==> src/sv/rllt_pkg.sv <==
// Shared constants, status codes and result type of the run-length line table.
`default_nettype none

package rllt_pkg;

	localparam int TABLE_DEPTH = 1024;
	localparam int IDX_W = $clog2(TABLE_DEPTH);
	localparam int CNT_W = $clog2(TABLE_DEPTH + 1);
	localparam int OFS_W = 24;
	localparam int LINE_W = 24;
	localparam int RUN_W = 8;
	localparam int ENTRY_W = RUN_W + LINE_W;
	localparam int CAP_W = CNT_W + RUN_W;
	localparam int CMP_W = (CAP_W > OFS_W) ? CAP_W : OFS_W;

	localparam logic [CNT_W-1:0] DEPTH_CNT = CNT_W'(TABLE_DEPTH);
	localparam logic [RUN_W-1:0] RUN_MAX = 8'd255;

	typedef logic [2:0] status_t;

	localparam status_t ST_OK       = 3'd0;
	localparam status_t ST_OFFSET   = 3'd1;
	localparam status_t ST_LINE     = 3'd2;
	localparam status_t ST_FULL     = 3'd3;
	localparam status_t ST_NOTFOUND = 3'd4;

	typedef struct packed {
		status_t            status;
		logic [LINE_W-1:0]  found_line;
	} rllt_result_t;

endpackage

`default_nettype wire

==> src/sv/rllt_rsp.sv <==
// Output register that holds one result word until the receiver takes it.
`default_nettype none

module rllt_rsp
	import rllt_pkg::*;
(
	input  wire logic          clk,
	input  wire logic          arst_n,
	input  wire logic          res_valid,
	input  wire rllt_result_t  res,
	output logic               res_take,
	output logic               rsp_valid,
	input  wire logic          rsp_stall,
	output status_t            status,
	output logic [LINE_W-1:0]  found_line
);

	logic         valid_q;
	rllt_result_t data_q;

	assign res_take   = !valid_q || !rsp_stall;
	assign rsp_valid  = valid_q;
	assign status     = data_q.status;
	assign found_line = data_q.found_line;

	always_ff @(posedge clk or negedge arst_n) begin
		if (!arst_n) begin
			valid_q <= 1'b0;
		end else if (res_take) begin
			valid_q <= res_valid;
		end
	end

	always_ff @(posedge clk) begin
		if (res_take && res_valid) begin
			data_q <= res;
		end
	end

endmodule

`default_nettype wire

==> config.mk <==
export PLATFORM = sky130hd
export DESIGN_NAME = rllt_rsp
export DESIGN_NICKNAME = d
export VERILOG_FILES = /design/src/sv/rllt_pkg.sv /design/src/sv/rllt_rsp.sv
export SDC_FILE = /design/constraint.sdc
export NUM_CORES = 1
export LEC_CHECK = 0
export BUFFER_PORTS_ARGS = -buffer_cell sky130_fd_sc_hd__buf_2
export CAP_MARGIN = 25
export CORE_ASPECT_RATIO = 1.5
export CORE_MARGIN = 3
export CORE_UTILIZATION = 35
export DETAILED_ROUTE_END_ITERATION = 7
export PLACE_DENSITY_LB_ADDON = 0.08
export RECOVER_POWER = 50
export SLEW_MARGIN = 5
export SYNTH_ARGS = -nofsm -noshare
export SYNTH_HDL_FRONTEND = slang
export SYNTH_SLANG_ARGS = --single-unit
==> constraint.sdc <==
create_clock -name clk -period 1.6 [get_ports clk]
set_input_delay 0.16 -clock clk [delete_from_list [all_inputs] [get_ports clk]]
set_output_delay 0.16 -clock clk [all_outputs]
set_load 0.01 [all_outputs]
Word-level counts from Yosys, hierarchy flattened. Index checks and enable logic that the tools add are counted.

Reductions and logical operators: 4.

Operator list (number): 1-bit logical NOT (2); 1-bit logical AND (1); 1-bit logical OR (1).

Bits in registers: 28. Input port bits: 31. Output and inout bits: 29. Word-level logic and storage cells: 7.

Logic depth before layout (Yosys ltp). Gate-level depths: netlist of the first run.

Word-level depth: 3. Mapped depth: 1.

Least setup slack after synthesis of the first run. Ideal clock, no wire load.

Kind: reg-to-reg. Start: register valid_q (netlist: rsp_valid). End: register data_q, in the netlist found_line[0], enable pin. Data arrival time: 1236 ps. Required time: 1207 ps. Slack: -29 ps. Cell stages (with the launch flop): 2. Period minus slack after synthesis: 1629 ps. Path through: dfrtp_1 > a21boi_2.

Cells in the longest elaborated chain, start to end: 3.

RTL lines: start: declaration (RTL line rllt_rsp.sv:18) `logic valid_q;`; start signal: assignment (RTL line rllt_rsp.sv:30) `valid_q <= res_valid;`; 1-bit logical NOT (RTL line rllt_rsp.sv:21) `assign res_take = !valid_q || !rsp_stall;`; 1-bit logical OR (RTL line rllt_rsp.sv:21); 1-bit logical AND (RTL line rllt_rsp.sv:35) `if (res_take && res_valid) begin`; end signal: assignment (RTL line rllt_rsp.sv:36) `data_q <= res;`; end: declaration (RTL line rllt_rsp.sv:19) `rllt_result_t data_q;`.

Every way passes these cells. A chain may end at the register's enable or synchronous reset.

Final worst setup path of the first run.
Start: register valid_q (netlist: rsp_valid). End: output port res_take.

Cells in the longest elaborated chain, start to end: 2.

RTL lines: 1-bit logical NOT (RTL line rllt_rsp.sv:21); 1-bit logical OR (RTL line rllt_rsp.sv:21); end: declaration (RTL line rllt_rsp.sv:11) `output logic res_take,`.

Every way passes these cells.

==> qor.yml, run 1 <==
status: "completed"
synthesis.nets: 62
finalPower_uw: 1320
grt_pass1_wl_um: 2350
grt_max_degree: 28
clockBufferDepth: 2
cp_data_arrival_time_ns: 0.98
power.switching_uw: 274
min_period_ns: 1.14
htree_levels: 1
ir_drop_mv: 0.536
ctsResizeCount: 0
cts_tree: "done"
pwr-share-clk_pct: 21.4
antennaDiodeCount: 0
pre_cts_ws_ns: 0.486
cellInternalPower_uw: 1040
fin_skew_ns: 0.00166
initial_core_util_pct: 37.5
synth.distinct_cells: 5
rsz0062_at_grt: "false"
numCtsBuffers: 3
p_sw_share_pct: 20.8
crit_chain: "nand2_1 > buf_2"
antenna_found_initial: 0
io_buffers: 59
place_congestion: 0.628
max_stage_delay_ns: 0.46
drt_wl_total_um: 1890
ant_nets: 0
drtIter0Drc: 11
gr-total-overflow: 0
ios: 60
drc: 0
die_w_um: 46.4
tns_ns: 0
first_global_vias: 539
path_max_fanout: 4
dieArea_sq_um: 3090
postLayoutCoreUtil_pct: 65.6
cap_violations: 0
clock_latency_ns: 0.31
rows: 21
power.leakage_uw: 0.000618
min_path_type: "primary input to flip-flop"
critPathRequiredTime_ns: 1.44
setup_slack_ns: 0.465
syn_inst: 31
worst_pin_slew_ns: 0.178
layout-drive-gt1-share_pct: 40.7
final-instance-count-excl-fill: 146
hold_viol: 0
nFillCells: 161
first_pass_iters: 2
max_freq_mhz: 881
syn_avg_cell_area_sq_um: 27.7
areaGrowthSynthToFinish_pct: 74.6
core_area_sq_um: 2290
cts_sinks: 28
syn_area_sq_um: 858
slowest_stage: "dfrtp_1"
p_seq_share_pct: 65.4
die_h_um: 66.7
fin_nets: 155
synth_seq_cells: 28
p_comb_share_pct: 13.2
slew_violations: 0
place_inst: 114
vias: 644
crit_type: "flip-flop to primary output"
finalSetupViolations: 0
vias_per_cell: 4.41
wl_per_cell_um: 12.9
period_share_pct: 70.9
grt_use_total_pct: 10.9
seq_area_frac_synth_pct: 97.4
cts.clk_slew.worst_paths_ns: 0.14
slew_headroom_pct: 88.1
power.density_nw_per_um2: 879
cp-end-kind: "primary output"
cts_root_buffer: "clkbuf_4"
critPathLaunchType: "flip-flop"
yosys_warnings: 0
## layout make-up
cell class,count,area [sq um],area share (%)
Clock buffer,3,22.5,1.50
Clock inverter,1,3.75,0.250
Multi-Input combinational cell,3,30.0,2.00
Sequential cell,28,836,55.8
Tap cell,23,28.8,1.92
Timing Repair Buffer,88,578,38.6
## power groups by stage
stage | combinational [uW] | sequential, uW | clock [uW]
floorplan | 18.4 | 902 | 0
global placement | 126 | 878 | 0
detailed placement | 127 | 879 | 0
CTS | 157 | 862 | 296
global route | 190 | 866 | 334
finish | 174 | 862 | 281
## state kept, by name (all words and copies together) (netlist names)
register / cells
found_line: 24
status: 3
rsp_valid: 1
## cell families after synthesis
group	after synthesis	share of synthesized area [%]
and+or+nand+nor	1	0.437
DFF	28	97.4
AOI/OAI and AO/OA	2	2.19
## per-layer routing
layer / vias up / part of all wire [%] / global-route usage (%) / routed length [um]
met4: 0 / 1.1 / 5.34 / 21
met2: 41 / 56 / 19.5 / 1060
met5: - / 0 / 0 / 0
met3: 4 / 9.5 / 2.16 / 180
met1: 292 / 33 / 11.5 / 624
li1: 307 / - / - / -
## path summary, 6_finish.rpt
check / start / to / slack (ns) / depth (start not counted)
max: rsp_valid$_DFFE_PN0P_ / res_take / 0.46 / 2
min: res_valid / rsp_valid$_DFFE_PN0P_ / 0.03 / 2
max reg2reg: rsp_valid$_DFFE_PN0P_ / found_line[6]$_DFFE_PP_ / 0.46 / 2
max in group asynchronous: arst_n / rsp_valid$_DFFE_PN0P_ / 1.36 / 2
min in group asynchronous: arst_n / rsp_valid$_DFFE_PN0P_ / 0.14 / 2
min reg2reg: rsp_valid$_DFFE_PN0P_ / rsp_valid$_DFFE_PN0P_ / 0.61 / 1
## layout by cell type, fill, tap and decap left out
cell type,n
a21boi_4,1
a21o_1,1
buf_12,1
buf_2,45
clkbuf_1,14
clkbuf_4,3
clkinv_1,1
dfrtp_1,1
dlygate4sd3_1,28
edfxtp_1,27
nand2_1,1
## synth_stat cells (all sizes together)
master	n	area [sq um]
edfxtp	27	811
a21o	1	7.51
dfrtp	1	25.0
a21boi	1	11.3
nand2	1	3.75
## metrics by stage
step | hold WS (ns) | cell area [sq um]
after floorplan | -0.136 | 866
after CTS | 0.000310 | 1400
after detailed placement | -0.0584 | 1210
after global routing | 0.00940 | 1500
final | 0.0259 | 1500
after global placement | -0.0629 | 1210
## critical path, delay by kind of cell, from the launching register on
family	cells	cell delay, ns
buf+inv	1	0.12
simple gates	1	0.08
flops	1	0.46
## repair_timing
| item | in CTS | in global routing |
|---|---|---|
| hold buffers | 16 | 12 |
| hold endpoints to repair | 16 | 12 |
| setup buffers | 0 | 0 |
(Power assumes the default switching activity.)
==> run 2, diff against run 1 <==
--- a/config.mk
+++ b/config.mk
@@ -9,7 +9,7 @@
 export CAP_MARGIN = 25
 export CORE_ASPECT_RATIO = 1.5
 export CORE_MARGIN = 3
-export CORE_UTILIZATION = 35
+export CORE_UTILIZATION = 39
 export DETAILED_ROUTE_END_ITERATION = 7
 export PLACE_DENSITY_LB_ADDON = 0.08
 export RECOVER_POWER = 50
==> constraint.sdc (replaced) <==
create_clock -name clk -period 1.1 [get_ports clk]
set_input_delay 0.11 -clock clk [delete_from_list [all_inputs] [get_ports clk]]
set_output_delay 0.11 -clock clk [all_outputs]
set_load 0.01 [all_outputs]
==> qor.yml, run 2 (synthesis gave the netlist of run 1 again) <==
pwr-share-clk_pct: 23.6  # +2.2 points
reg2reg_slack_ns: -0.02  # -0.48 ns
slew_headroom_pct: 90.5  # +2.4 points
path_max_fanout: 27  # +23
numCtsBuffers: 3  # unchanged
cp-end-kind: "flip-flop"
slew_violations: 0  # unchanged
setup_slack_ns: -0.0156  # -0.481 ns
ant_nets: 0  # unchanged
antennaDiodeCount: 0  # unchanged
clockBufferDepth: 2  # unchanged
layout.area.seq_sq_um: 837  # +0.15%
wl_per_cell_um: 13.2  # +1.8%
multi_input_comb_area_sq_um: 30.0  # unchanged
vias_per_cell: 4.25  # -3.6%
grt_max_degree: 28  # unchanged
cts.clk_slew.worst_paths_ns: 0.14  # about the same
mostFrequentLayoutCell: "buf_2"
critPathRequiredTime_ns: 1.13  # -0.31 ns
drc: 0  # unchanged
placed_area_sq_um: 1210  # unchanged
io_buffers: 59  # unchanged
largest_register_ffs: 24  # unchanged
initial_core_util_pct: 41.8  # +4.3 points
p_comb_share_pct: 13.3  # about the same
htree_levels: 1  # unchanged
vias: 621  # -3.6%
rows: 20  # -4.8%
cp_data_arrival_time_ns: 1.15  # +0.17 ns
power.leakage_uw: 0.000666  # +7.7%
ios: 60  # unchanged
die_h_um: 63.5  # -4.8%
status: "finished with violations"
first_global_vias: 689  # +28%
failed_checks: "setup timing"
min_period_ns: 1.12
cellInternalPower_uw: 1600  # +53%
die_w_um: 44.3  # -4.6%
cts_sinks: 28  # unchanged
grt_use_total_pct: 15.7  # +4.8 points
finalSetupViolations: 20  # +20
fin_skew_ns: 0.00862  # +0.00696 ns
power.switching_uw: 390  # +42%
worst_pin_slew_ns: 0.142  # -0.0355 ns
first_pass_iters: 2  # unchanged
ctsResizeCount: 0  # unchanged
grt_pass1_wl_um: 3060  # +30%
areaGrowthSynthToFinish_pct: 79.0
tns_ns: -0.211  # -0.211 ns
pre_cts_ws_ns: 0.00723  # -0.479 ns
cts_tree: "done"
hold_viol: 0  # unchanged
final_cell_mix: "buf_2, dlygate4sd3_1, edfxtp_1, clkbuf_4"
cap_violations: 0  # unchanged
max_freq_mhz: 896
place_congestion: 0.599  # -4.7%
core_area_sq_um: 2050  # -10%
nFillCells: 132  # -18%
drt_wl_total_um: 1920  # +1.8%
antenna_found_initial: 0  # unchanged
p_seq_share_pct: 63.1  # -2.3 points
fin_nets: 156  # +0.65%
ir_drop_mv: 1.32  # +150%
cts_root_buffer: "clkbuf_4"
p_sw_share_pct: 19.6  # -1.2 points
design_area_sq_um: 1540  # +2.5%
period_share_pct: 101
clock_latency_ns: 0.31  # about the same
critPathLaunchType: "flip-flop"
power.density_nw_per_um2: 1290  # +47%
crit_type: "flip-flop to flip-flop"
drtIter0Drc: 10  # -1
gr-total-overflow: 0  # unchanged
layout-drive-gt1-share_pct: 53.2  # +13 points
min_path_type: "primary input to flip-flop"
dieArea_sq_um: 2810  # -9.2%
postCtsSetupRepairBufs: 0  # unchanged
rsz0062_at_grt: "true"
-- run 2: timing repair --
| action | 4_1_cts | 5_1_grt |
|---|---|---|
| pin swaps | 0 | 1 |
| gates cloned | 0 | 0 |
| endpoints found under the hold margin | 29 | 0 |
| hold buffers | 29 | 0 |
| setup endpoints to repair | 27 | 29 |
-- run 2: routing by layer --
metal  GRT usage, %  part of all wire [%]  vias to the layer above  wire length, um
met5              0                     0                        -                0
met4           6.79                  0.52                        0               10
met3           4.29                    10                        2              201
met2           28.6                    58                       34             1120
met1           15.5                    31                      276              586
li1               -                     -                      309                -
-- run 2: worst paths after layout --
| kind | startpoint | endpoint | cells past startpoint |
|---|---|---|---|
| max | rsp_valid$_DFFE_PN0P_ | found_line[13]$_DFFE_PP_ | 2 |
| min | rsp_stall | rsp_valid$_DFFE_PN0P_ | 2 |
| max reg2reg | rsp_valid$_DFFE_PN0P_ | found_line[13]$_DFFE_PP_ | 2 |
| min reg2reg | rsp_valid$_DFFE_PN0P_ | rsp_valid$_DFFE_PN0P_ | 1 |
| max in group asynchronous | arst_n | rsp_valid$_DFFE_PN0P_ | 2 |
| min in group asynchronous | arst_n | rsp_valid$_DFFE_PN0P_ | 2 |
-- run 2: through the flow --
stage	hold slack, ns	total power [uW]	utilization, %	std cells
floorplan	-0.186	1340	-	31
CTS	0.0492	2010	74.9	146
global placement	-0.115	1460	59.0	113
global route	0.0359	2090	74.9	146
finish	0.0526	1990	74.9	146
detailed placement	-0.107	1460	59.0	113
-- run 2: cell type report --
type / count / share of cell area, %
Timing Repair Buffer: 89 / 39.4
Sequential cell: 28 / 54.5
Tap cell: 22 / 1.79
Multi-Input combinational cell: 3 / 1.95
Clock buffer: 4 / 2.36
-- run 2: critical path: stages, from the launching register on --
cell and delay [ns]:
dfrtp_2 0.46, a21boi_4 0.16, buf_12 0.20
-- run 2: power by group through the flow --
| stage | combinational [uW] | clock, uW | sequential (uW) |
|---|---|---|---|
| after floorplan | 26.8 | 0 | 1310 |
| after global placement | 182 | 0 | 1280 |
| after detailed placement | 186 | 0 | 1280 |
| after CTS | 265 | 487 | 1250 |
| after global routing | 289 | 544 | 1260 |
| final | 264 | 469 | 1250 |
